==> config.mk <==
export PLATFORM = sky130hd
export DESIGN_NAME = postfix_expression_evaluator
export DESIGN_NICKNAME = d
export VERILOG_FILES = /design/src/design/pfe_pkg.sv /design/src/design/pfe_div.sv /design/src/design/pfe_dp.sv /design/src/design/pfe_ctrl.sv /design/src/design/postfix_expression_evaluator.sv
export SDC_FILE = /design/constraint.sdc
export NUM_CORES = 2
export LEC_CHECK = 0
export BUFFER_PORTS_ARGS = -buffer_cell sky130_fd_sc_hd__clkbuf_2
export CORE_UTILIZATION = 35
export CTS_BUF_LIST = sky130_fd_sc_hd__clkbuf_8
export CTS_CLUSTER_DIAMETER = 150
export DETAILED_ROUTE_END_ITERATION = 7
export PLACE_DENSITY_LB_ADDON = 0.12
export SYNTH_ARGS = -nofsm -noshare
export SYNTH_HDL_FRONTEND = slang
export SYNTH_SLANG_ARGS = --single-unit
==> constraint.sdc <==
create_clock -name clk_i -period 12.2 [get_ports clk_i]
set_input_delay 0.61 -clock clk_i [delete_from_list [all_inputs] [get_ports clk_i]]
set_output_delay 0.61 -clock clk_i [all_outputs]
set_load 0.005 [all_outputs]
==> src/design/pfe_pkg.sv <==
// ----------------------------------------------------------------------------
// pfe_pkg: shared definitions for the postfix expression evaluator
// Stack sizing, character codes, result status codes, controller states and
// the command and status bundles between the controller and the datapath.
// ----------------------------------------------------------------------------
`default_nettype none

package pfe_pkg;

  localparam int unsigned DATA_W      = 32;
  localparam int unsigned STACK_DEPTH = 64;
  localparam int unsigned CNT_W       = $clog2(STACK_DEPTH + 1);
  localparam int unsigned IDX_W       = $clog2(STACK_DEPTH);
  localparam int unsigned DIV_CNT_W   = $clog2(DATA_W);

  localparam logic [7:0] SYM_ZERO = 8'h30;
  localparam logic [7:0] SYM_NINE = 8'h39;
  localparam logic [7:0] SYM_ADD  = 8'h2B;
  localparam logic [7:0] SYM_SUB  = 8'h2D;
  localparam logic [7:0] SYM_MUL  = 8'h2A;
  localparam logic [7:0] SYM_DIV  = 8'h2F;

  typedef enum logic [2:0] {
    ST_OK        = 3'd0,
    ST_UNDERFLOW = 3'd1,
    ST_DIVZERO   = 3'd2,
    ST_EMPTY     = 3'd3,
    ST_OVERFLOW  = 3'd4
  } pfe_status_e;

  typedef enum logic [2:0] {
    S_IDLE,
    S_READ,
    S_DIV,
    S_POP,
    S_FIN
  } pfe_state_e;

  typedef struct packed {
    logic accept;
    logic exec;
    logic div_load;
    logic pop_load;
    logic finish;
  } pfe_cmd_t;

  typedef struct packed {
    logic need_read;
    logic in_last;
    logic div_run;
    logic need_pop;
    logic div_done;
    logic last;
    logic out_free;
  } pfe_stat_t;

endpackage

`default_nettype wire

==> src/design/pfe_div.sv <==
// ----------------------------------------------------------------------------
// pfe_div: iterative unsigned divider
// Restoring division, one quotient bit per cycle; done_o pulses for one cycle
// when the quotient is ready and the quotient then holds until the next start.
// ----------------------------------------------------------------------------
`default_nettype none

module pfe_div
  import pfe_pkg::*;
(
  input  wire logic              clk_i,
  input  wire logic              rst_ni,
  input  wire logic              start_i,
  input  wire logic [DATA_W-1:0] dividend_i,
  input  wire logic [DATA_W-1:0] divisor_i,
  output logic                   done_o,
  output logic [DATA_W-1:0]      quotient_o
);

  logic [DATA_W-1:0]    rem_q, rem_d;
  logic [DATA_W-1:0]    quo_q, quo_d;
  logic [DATA_W-1:0]    den_q;
  logic [DIV_CNT_W-1:0] cnt_q;
  logic                 busy_q;
  logic                 done_q;
  logic [DATA_W:0]      trial;

  always_comb begin
    trial = {rem_q, quo_q[DATA_W-1]} - {1'b0, den_q};
    if (!trial[DATA_W]) begin
      rem_d = trial[DATA_W-1:0];
      quo_d = {quo_q[DATA_W-2:0], 1'b1};
    end else begin
      rem_d = {rem_q[DATA_W-2:0], quo_q[DATA_W-1]};
      quo_d = {quo_q[DATA_W-2:0], 1'b0};
    end
  end

  always_ff @(posedge clk_i or negedge rst_ni) begin
    if (!rst_ni) begin
      busy_q <= 1'b0;
      done_q <= 1'b0;
      cnt_q  <= '0;
    end else begin
      done_q <= 1'b0;
      if (start_i) begin
        busy_q <= 1'b1;
        cnt_q  <= '0;
      end else if (busy_q) begin
        cnt_q <= cnt_q + DIV_CNT_W'(1);
        if (cnt_q == DIV_CNT_W'(DATA_W - 1)) begin
          busy_q <= 1'b0;
          done_q <= 1'b1;
        end
      end
    end
  end

  always_ff @(posedge clk_i) begin
    if (start_i) begin
      rem_q <= '0;
      quo_q <= dividend_i;
      den_q <= divisor_i;
    end else if (busy_q) begin
      rem_q <= rem_d;
      quo_q <= quo_d;
    end
  end

  assign done_o     = done_q;
  assign quotient_o = quo_q;

endmodule

`default_nettype wire

==> src/design/pfe_dp.sv <==
// ----------------------------------------------------------------------------
// pfe_dp: evaluator datapath
// Top of stack in a register, the entries below it in a memory, the ALU, the
// divider and the result register.
// ----------------------------------------------------------------------------
`default_nettype none

module pfe_dp
  import pfe_pkg::*;
(
  input  wire logic        clk_i,
  input  wire logic        rst_ni,
  input  wire pfe_cmd_t    cmd_i,
  output pfe_stat_t        stat_o,
  input  wire logic [7:0]  in_symbol_i,
  input  wire logic        in_last_i,
  output logic             out_valid_o,
  input  wire logic        out_stall_i,
  output logic [DATA_W-1:0] out_value_o,
  output logic [2:0]       out_status_o
);

  logic [DATA_W-1:0] stack_mem_q [STACK_DEPTH];
  logic [DATA_W-1:0] rdata_q;
  logic [DATA_W-1:0] top_q, top_d;
  logic [CNT_W-1:0]  cnt_q, cnt_d;
  pfe_status_e       err_q, err_d;
  logic [7:0]        sym_q;
  logic              last_q;
  logic              negq_q;
  logic              out_valid_q;
  logic [DATA_W-1:0] out_value_q;
  pfe_status_e       out_status_q;

  logic              in_digit;
  logic              we;
  logic [IDX_W-1:0]  waddr;
  logic [IDX_W-1:0]  raddr;
  logic [CNT_W-1:0]  cnt_m1, cnt_m2, cnt_m3;
  logic [DATA_W-1:0] left, right;
  logic [DATA_W-1:0] dividend_abs, divisor_abs;
  logic              div_start;
  logic              div_done;
  logic [DATA_W-1:0] quotient;
  logic              out_free;

  assign cnt_m1 = cnt_q - CNT_W'(1);
  assign cnt_m2 = cnt_q - CNT_W'(2);
  assign cnt_m3 = cnt_q - CNT_W'(3);
  assign left   = rdata_q;
  assign right  = top_q;

  assign in_digit = in_symbol_i inside {[SYM_ZERO:SYM_NINE]};

  // The entries below the top live in memory: logical entry k is stored at k.
  assign we    = cmd_i.accept && (err_q == ST_OK) && in_digit &&
                 (cnt_q != CNT_W'(STACK_DEPTH)) && (cnt_q != '0);
  assign waddr = cnt_m1[IDX_W-1:0];
  assign raddr = cmd_i.exec ? cnt_m3[IDX_W-1:0] : cnt_m2[IDX_W-1:0];

  always_ff @(posedge clk_i) begin
    if (we) begin
      stack_mem_q[waddr] <= top_q;
    end
    rdata_q <= stack_mem_q[raddr];
  end

  assign dividend_abs = left[DATA_W-1]  ? (DATA_W'(0) - left)  : left;
  assign divisor_abs  = right[DATA_W-1] ? (DATA_W'(0) - right) : right;
  assign div_start    = cmd_i.exec && (sym_q == SYM_DIV) && (right != '0);

  pfe_div u_div (
    .clk_i      (clk_i),
    .rst_ni     (rst_ni),
    .start_i    (div_start),
    .dividend_i (dividend_abs),
    .divisor_i  (divisor_abs),
    .done_o     (div_done),
    .quotient_o (quotient)
  );

  always_comb begin
    top_d = top_q;
    cnt_d = cnt_q;
    err_d = err_q;
    if (cmd_i.accept && (err_q == ST_OK)) begin
      if (in_digit) begin
        if (cnt_q == CNT_W'(STACK_DEPTH)) begin
          err_d = ST_OVERFLOW;
        end else begin
          top_d = {{(DATA_W-8){1'b0}}, in_symbol_i - SYM_ZERO};
          cnt_d = cnt_q + CNT_W'(1);
        end
      end else if (cnt_q < CNT_W'(2)) begin
        err_d = ST_UNDERFLOW;
      end
    end
    if (cmd_i.exec) begin
      case (sym_q)
        SYM_ADD: begin
          top_d = left + right;
          cnt_d = cnt_m1;
        end
        SYM_SUB: begin
          top_d = left - right;
          cnt_d = cnt_m1;
        end
        SYM_MUL: begin
          top_d = left * right;
          cnt_d = cnt_m1;
        end
        SYM_DIV: begin
          if (right == '0) begin
            err_d = ST_DIVZERO;
            cnt_d = cnt_m2;
          end
        end
        default: begin
          // Any other symbol drops both operands; the new top is fetched later.
          cnt_d = cnt_m2;
        end
      endcase
    end
    if (cmd_i.div_load) begin
      top_d = negq_q ? (DATA_W'(0) - quotient) : quotient;
      cnt_d = cnt_m1;
    end
    if (cmd_i.pop_load) begin
      top_d = rdata_q;
    end
    if (cmd_i.finish) begin
      cnt_d = '0;
      err_d = ST_OK;
    end
  end

  assign out_free = !out_valid_q || !out_stall_i;

  always_ff @(posedge clk_i or negedge rst_ni) begin
    if (!rst_ni) begin
      cnt_q       <= '0;
      err_q       <= ST_OK;
      out_valid_q <= 1'b0;
      last_q      <= 1'b0;
    end else begin
      cnt_q <= cnt_d;
      err_q <= err_d;
      if (cmd_i.accept) begin
        last_q <= in_last_i;
      end
      if (cmd_i.finish) begin
        out_valid_q <= 1'b1;
      end else if (!out_stall_i) begin
        out_valid_q <= 1'b0;
      end
    end
  end

  always_ff @(posedge clk_i) begin
    top_q <= top_d;
    if (cmd_i.accept) begin
      sym_q <= in_symbol_i;
    end
    if (div_start) begin
      negq_q <= left[DATA_W-1] ^ right[DATA_W-1];
    end
    if (cmd_i.finish) begin
      if (err_q != ST_OK) begin
        out_value_q  <= '0;
        out_status_q <= err_q;
      end else if (cnt_q == '0) begin
        out_value_q  <= '0;
        out_status_q <= ST_EMPTY;
      end else begin
        out_value_q  <= top_q;
        out_status_q <= ST_OK;
      end
    end
  end

  always_comb begin
    stat_o.need_read = (err_q == ST_OK) && !in_digit && (cnt_q >= CNT_W'(2));
    stat_o.in_last   = in_last_i;
    stat_o.div_run   = div_start;
    stat_o.need_pop  = !((sym_q == SYM_ADD) || (sym_q == SYM_SUB) ||
                         (sym_q == SYM_MUL) || (sym_q == SYM_DIV)) &&
                       (cnt_q > CNT_W'(2));
    stat_o.div_done  = div_done;
    stat_o.last      = last_q;
    stat_o.out_free  = out_free;
  end

  assign out_valid_o  = out_valid_q;
  assign out_value_o  = out_value_q;
  assign out_status_o = out_status_q;

endmodule

`default_nettype wire

==> src/design/pfe_ctrl.sv <==
// ----------------------------------------------------------------------------
// pfe_ctrl: evaluator controller
// Sequences each item through operand read, arithmetic or division, top
// reload and the end-of-expression result.
// ----------------------------------------------------------------------------
`default_nettype none

module pfe_ctrl
  import pfe_pkg::*;
(
  input  wire logic      clk_i,
  input  wire logic      rst_ni,
  input  wire logic      in_valid_i,
  output logic           in_stall_o,
  input  wire pfe_stat_t stat_i,
  output pfe_cmd_t       cmd_o
);

  pfe_state_e state_q, state_d;

  always_ff @(posedge clk_i or negedge rst_ni) begin
    if (!rst_ni) begin
      state_q <= S_IDLE;
    end else begin
      state_q <= state_d;
    end
  end

  always_comb begin
    state_d    = state_q;
    cmd_o      = '0;
    in_stall_o = (state_q != S_IDLE);
    case (state_q)
      S_IDLE: begin
        if (in_valid_i) begin
          cmd_o.accept = 1'b1;
          if (stat_i.need_read) begin
            state_d = S_READ;
          end else if (stat_i.in_last) begin
            state_d = S_FIN;
          end
        end
      end
      S_READ: begin
        cmd_o.exec = 1'b1;
        if (stat_i.div_run) begin
          state_d = S_DIV;
        end else if (stat_i.need_pop) begin
          state_d = S_POP;
        end else begin
          state_d = stat_i.last ? S_FIN : S_IDLE;
        end
      end
      S_DIV: begin
        if (stat_i.div_done) begin
          cmd_o.div_load = 1'b1;
          state_d = stat_i.last ? S_FIN : S_IDLE;
        end
      end
      S_POP: begin
        cmd_o.pop_load = 1'b1;
        state_d = stat_i.last ? S_FIN : S_IDLE;
      end
      S_FIN: begin
        if (stat_i.out_free) begin
          cmd_o.finish = 1'b1;
          state_d = S_IDLE;
        end
      end
      default: begin
        state_d = S_IDLE;
      end
    endcase
  end

endmodule

`default_nettype wire

==> src/design/postfix_expression_evaluator.sv <==
// ----------------------------------------------------------------------------
// postfix_expression_evaluator: postfix expression evaluator
// Evaluates postfix expressions character by character on an operand stack.
// ----------------------------------------------------------------------------
// The input channel carries one character per item with a flag on the final
// character of an expression. Digits push, the four operators combine the two
// top entries, and any other character drops them. The output channel gives
// one item per expression: the top value and a status code.
// A digit, or any item after an error, is taken in from the idle state alone.
// An add, subtract or multiply also passes the read state, which uses the
// registered read of the left operand from the stack memory; a character
// that drops two operands then reloads the new top if entries remain. A
// division passes the operand read, 32 steps of the one-bit restoring
// divider and the quotient load; a final character loads the output register.
// in_stall_o is high while an item is being worked on. A finished result may
// wait in the output register while the next expression is taken in; only the
// next result waits for out_stall_i to fall. Reset empties the stack, clears
// the latched error and drops any pending result; no clearing pass is needed.
// ----------------------------------------------------------------------------
`default_nettype none

module postfix_expression_evaluator
  import pfe_pkg::*;
(
  input  wire logic                clk_i,
  input  wire logic                rst_ni,
  input  wire logic                in_valid_i,
  output logic                     in_stall_o,
  input  wire logic [7:0]          in_symbol_i,
  input  wire logic                in_last_i,
  output logic                     out_valid_o,
  input  wire logic                out_stall_i,
  output logic signed [DATA_W-1:0] out_value_o,
  output logic [2:0]               out_status_o
);

  pfe_cmd_t          cmd;
  pfe_stat_t         stat;
  logic [DATA_W-1:0] value;

  pfe_ctrl u_ctrl (
    .clk_i      (clk_i),
    .rst_ni     (rst_ni),
    .in_valid_i (in_valid_i),
    .in_stall_o (in_stall_o),
    .stat_i     (stat),
    .cmd_o      (cmd)
  );

  pfe_dp u_dp (
    .clk_i        (clk_i),
    .rst_ni       (rst_ni),
    .cmd_i        (cmd),
    .stat_o       (stat),
    .in_symbol_i  (in_symbol_i),
    .in_last_i    (in_last_i),
    .out_valid_o  (out_valid_o),
    .out_stall_i  (out_stall_i),
    .out_value_o  (value),
    .out_status_o (out_status_o)
  );

  assign out_value_o = $signed(value);

endmodule

`default_nettype wire

Yosys cells after proc, flatten, opt, wreduce, memory -nomap -nowiden:

Memory sizes are Yosys's and may differ from the RTL's. A register that Yosys moved wholly into a read port is not among the register bits.
Cells that the tools add are included.
Widths: inputs -> output; s select.

* memories: 1
* bits in writable memories: 2048
* output and inout port bits: 37
* word-level logic and storage cells: 145
* input bits: 13
* register bits after elaboration: 194

Memory list
* u_dp.stack_mem_q: words 64, bits a word 32, read ports 1, clocked after memory_dff 1, write ports 1, line pfe_dp.sv:23 `logic [DATA_W-1:0] stack_mem_q [STACK_DEPTH];`

* $mul: 1
* bitwise logic cells: 1
* mux-type cells: 62
* order comparisons: 5
* equality and inequality tests: 16
* reductions and logical operators: 30
* add/sub/neg operators: 12

Operators by type and width (number)
* $mux 32: 11
* $pmux 32 s3: 1
* $sub 1x32->32 const A: 3
* $mux 3: 17
* $mux 7: 7
* $sub 33x32->33: 1
* $add 32x32->32: 1
* $eq 8x6->1 const B: 4
* $logic_not 32->1: 1
* $mul 32x32->32: 1
* $reduce_bool 32->1: 1
* $sub 32x32->32: 1
* $mux 31: 1
* $mux 1: 19
* $pmux 3 s5: 1
* $pmux 7 s2: 1
* $logic_and 1x1->1: 10
* $mux 5: 2
* $ge 8x6->1 const B: 1
* $le 8x6->1 const B: 1
* $sub 8x6->8 const B: 1
* $add 7x1->7 const B: 1
* $eq 7x7->1 const B: 1
* $ge 7x2->1 const B: 1
* 27 further kinds: 38

Longest topological paths before layout:

* depth in word-level cells: 9
* depth in mapped cells: 28
* mapped depth without buffers: 26

Hierarchy:

Synthesis repeated with hierarchy kept, for this count alone.

* cells, all modules: 6959
* area total of the unflattened synthesis: 110088.1 µm²

Modules (own cells, without submodules)
* pfe_dp: sequential area each 64401.8 µm², area each 104004.7 µm², times used 1, cells an instance 6383
* pfe_div: sequential area each 2737.6 µm², area each 5839.4 µm², times used 1, cells an instance 550
* pfe_ctrl: sequential area each 75.1 µm², area each 244.0 µm², times used 1, cells an instance 26

Worst setup path after synthesis:

No wires, ideal clock.

* path type: register -> register
* start point: reg u_dp.top_q[8], in the netlist u_dp.right[8]
* end point: reg u_dp.top_q[30], in the netlist u_dp.right[30]
* arrival time: 7.756 ns
* stages on the path, launching flop included: 28
* setup time: 0.070 ns
* buffers on the path: 2
* setup slack: 4.375 ns
* clock period less this slack: 7.825 ns
* required time: 12.130 ns
* path through: dfxtp_1 -> clkbuf_1 -> clkbuf_1 -> nand2_1 -> fa_1 -> inv_1 -> fa_1 -> fa_1 -> inv_1 -> fa_1 -> inv_1 -> fa_1 -> inv_1 -> fa_1 -> inv_1 -> fa_1 -> fa_1 -> ha_1 -> a21o_1 -> a21oi_1 -> o21bai_1 -> a22oi_1 -> o21ai_0 -> a211oi_1 -> o21ai_0 -> xor2_1 -> nand3_1 -> a21oi_1

* word-level cells in the longest chain between the ends: 5
* elaborated cells on any way between the ends: 7
* classes of those cells: add/sub (2); mul (1); mux (4)

RTL lines
* start: declaration: line pfe_dp.sv:25 `logic [DATA_W-1:0] top_q, top_d;`
* start signal: assignment: line pfe_dp.sv:160 `top_q <= top_d;`
* $mul 32x32->32 (tied with other cells): line pfe_dp.sv:109 `top_d = left * right;`
* $pmux 32 s3 *: line pfe_dp.sv:99 `case (sym_q)`
* $mux 32 *: line pfe_dp.sv:98 `if (cmd_i.exec) begin`
* $mux 32 *: line pfe_dp.sv:124 `if (cmd_i.div_load) begin`
* $mux 32 *: line pfe_dp.sv:128 `if (cmd_i.pop_load) begin`
* named net u_dp.top_d[30]: line pfe_dp.sv:25

The timed path passes the listed nets; every way through them passes the cells marked *.
A chain may end at the register's enable or synchronous reset.

Final worst setup path:

* start point: reg u_dp.top_q[5], in the netlist u_dp.right[5]
* end point: reg u_dp.top_q[30], in the netlist u_dp.right[30]

Same word-level chain as after synthesis.

==> impl_results.md <==
- Outcome: complete, no violations
- Critical path buffers and inverters: 5
- EDFF count, synth: 2156
- Global-route wire length before repair: 482000 µm
- Post-layout util: 39.8%
- Chip Height: 561 µm
- Post-synthesis sequential area ratio: 61.5%
- Adder-Cell Fraction of Synth Area: 9.79%
- Iteration-0 DRC Markers: 5602
- F_max: 121 MHz
- Met3 wire length: 19100 µm
- Crit-path leading delay family: adder cells
- H-tree depth: 5
- Skew final: 147 ps
- Biggest area consumer among synthesized cells: edfxtp_1
- Port bufs: 49
- Clk_lat worst skew: 1110 ps
- Post-Layout Cell Count: 11566
- Synth Area in XOR/XNOR: 2.18%
- Layout cells sized above 1: 19.5%
- Leading cell types by count after synthesis: edfxtp_1, mux4_2, inv_1
- Bufs on Longest Clock Path: 4
- Initial Utilization: 35.3%
- Final hold viol count: 0
- Critical Path RT: 13230 ps
- Max incr delay on CP: 920 ps
- Distinct cells, synth: 78
- Synthesized net count: 7479
- Clock net sink count: 2274
- Synth Instances: 6856
- Grt total ovfl: 0
- Reg-to-Reg Start: u_dp.right[5]$_DFF_P_
- Mapped Avg Cell Area: 16.0 µm²
- Worst Hold Path Cells: 2
- Crit path DAT: 9330 ps
- Yosys warning count: 0
- Total Wirelength: 339000 µm
- DRC errors left: 0
- Detailed Routing Iterations Pass 1: 6
- Yosys reg bits: 2274
- Min-delay src: in_symbol_i[6]
- Crit start category: register
- Worst slew pin tran: 1340 ps
- Core footprint: 310000 µm²
- Met2 WL: 162000 µm
- Crit path top cell by count: fa_1
- # nets final: 7737
- Drt wl/cell: 29.3 µm
- Final min period: 8300 ps
- Compound-Gate Fraction of Synth Area: 4.77%
- Via count: 62046
- FFs w/ async S/R, synth: 0.967%
- # rows: 204
- Antenna Nets Post-Route: 0
- CP Class: reg2reg
- Area growth from synthesis to layout: 12.7%
- Placer Congestion: 0.855
- Unrepaired setup endpoints after global routing: false
- Largest family of logic cells by synthesized area: multiplexers
- Critical Path Sink Type: register
- CTS Buf Count: 397
- Worst slew margin: 11.0%
- Initial antenna violation count: 29
- Die width: 561 µm
- WHS: 293 ps
- Post-DP HPWL: 197000 µm
- Fill count: 28630
- Top Metal Used: met5
- R2R setup slack: 3900 ps
- Cell Area, Synth: 109000 µm²
- # IOs: 50
- Reg2Reg Depth: 25
- Slowest CP cell: dfxtp_4
- WL met1: 149000 µm
- HP Class: in2reg
- Worst R2R End: u_dp.right[30]$_DFF_P_
- Mux share of post-synthesis cell area: 12.7%
- Vias in the first global route: 65438
- Via density per instance: 5.36
- Max-slew violations: 0
- Period Utilization, post-route: 68.0%
- Ys flop type: edfxtp_1
- Post-synth top area share: 59.2%
- Die area: 315000 µm²
- Top-count cell post-synth: edfxtp_1
- Worst Hold Endpoint: u_dp.sym_q[6]$_DFFE_PP_
- Worst-path clk slew: 70 ps
- Final setup viols: 0
- Pin count of the biggest net entering global routing: 104
- Crit-path max FO: 59
- Total placed cells including tap cells: 10821
- Setup tns final: 0 ps
- CTS tree: built
- Gr usage total: 21.4%
- Max Cap Violations: 0
- Main area contributors after synthesis: edfxtp_1, mux4_2, fa_1
- Post-synthesis simple-gate area fraction: 6.09%
- Clock root buffer: clkbuf_8
[logic make-up after synthesis]
| kind of cell | Yosys count |
|---|---|
| multiplexers | 707 |
| flip-flops | 2274 |
| AND/OR/NAND/NOR | 1316 |
| AO/OA/AOI/OAI | 827 |
| adder cells (fa/ha/maj) | 610 |
| buffers and inverters | 851 |
| XOR/XNOR | 271 |
[through the flow]
step	setup slack (ps)	cell area, µm²
finish	3900	123000
global route	3550	123000
CTS	3930	123000
detailed placement	3920	115000
global placement	3970	115000
floorplan	4370	109000
[layer usage]
metal	up-vias	global-route usage, %
met5	-	0
li1	26309	-
met4	4	5.81
met3	478	3.13
met1	33292	29.6
met2	1963	35.2
[area by class of cell]
| cell class | instances | area [µm²] | share of cell area [%] |
|---|---|---|---|
| sequential | 2274 | 67300 | 54.6 |
| multi-input combinational | 3731 | 39500 | 32.0 |
| clock buffer | 428 | 5890 | 4.78 |
| tap | 4120 | 5150 | 4.18 |
| timing repair buffer | 262 | 1980 | 1.61 |
| inverter | 448 | 1680 | 1.36 |
| clock inverter | 287 | 1670 | 1.36 |
| antenna | 16 | 40.0 | 0.0325 |
[state kept, by name, indices dropped and copies added (netlist names), 3 cells and up]
name / flops
u_dp.u_div.den_q: 32
u_dp.sym_q: 8
u_ctrl.state_q: 3
u_dp.u_div.quotient_o: 32
u_dp.u_div.cnt_q: 5
u_dp.out_value_o: 32
u_dp.err_q: 3
u_dp.cnt_q: 7
u_dp.out_status_o: 3
u_dp.right: 32
u_dp.u_div.rem_q: 32
u_dp.stack_mem_q: 2048
u_dp.left: 32
[worst max-delay path by stage]
stage                                     start                endpoint  slack [ps]  cells after the start
final                     u_dp.right[5]$_DFF_P_  u_dp.right[30]$_DFF_P_        3900                     25
after global routing      u_dp.right[5]$_DFF_P_  u_dp.right[30]$_DFF_P_        3550                     25
after CTS                 u_dp.right[5]$_DFF_P_  u_dp.right[30]$_DFF_P_        3930                     25
after detailed placement  u_dp.right[5]$_DFF_P_  u_dp.right[30]$_DFF_P_        3920                     25
after global placement    u_dp.right[5]$_DFF_P_  u_dp.right[30]$_DFF_P_        3970                     25
after floorplan           u_dp.right[8]$_DFF_P_  u_dp.right[30]$_DFF_P_        4370                     27
[layout by cell type (no fill, tap or decap), drive strengths merged, types with 144 or more instances in the layout]
master and count:
inv 572, clkinv 144, and2 343, fa 410, nand2 436, xnor2 158, o21ai 182, a211oi 150
buf 199, clkbuf 477, edfxtp 2156, ha 200, a21oi 247, mux4 544, nor2 193, mux2i 161
[what timing repair did]
item                                   4_1_cts  5_1_grt
setup buffers                                0        0
endpoints found under the hold margin       35        0
resized for setup                            0        0
hold buffers                                14        0
Power is left out: the tool's default activity adds up to more than one toggle a clock period on the data nets, which glitch-free logic cannot reach.
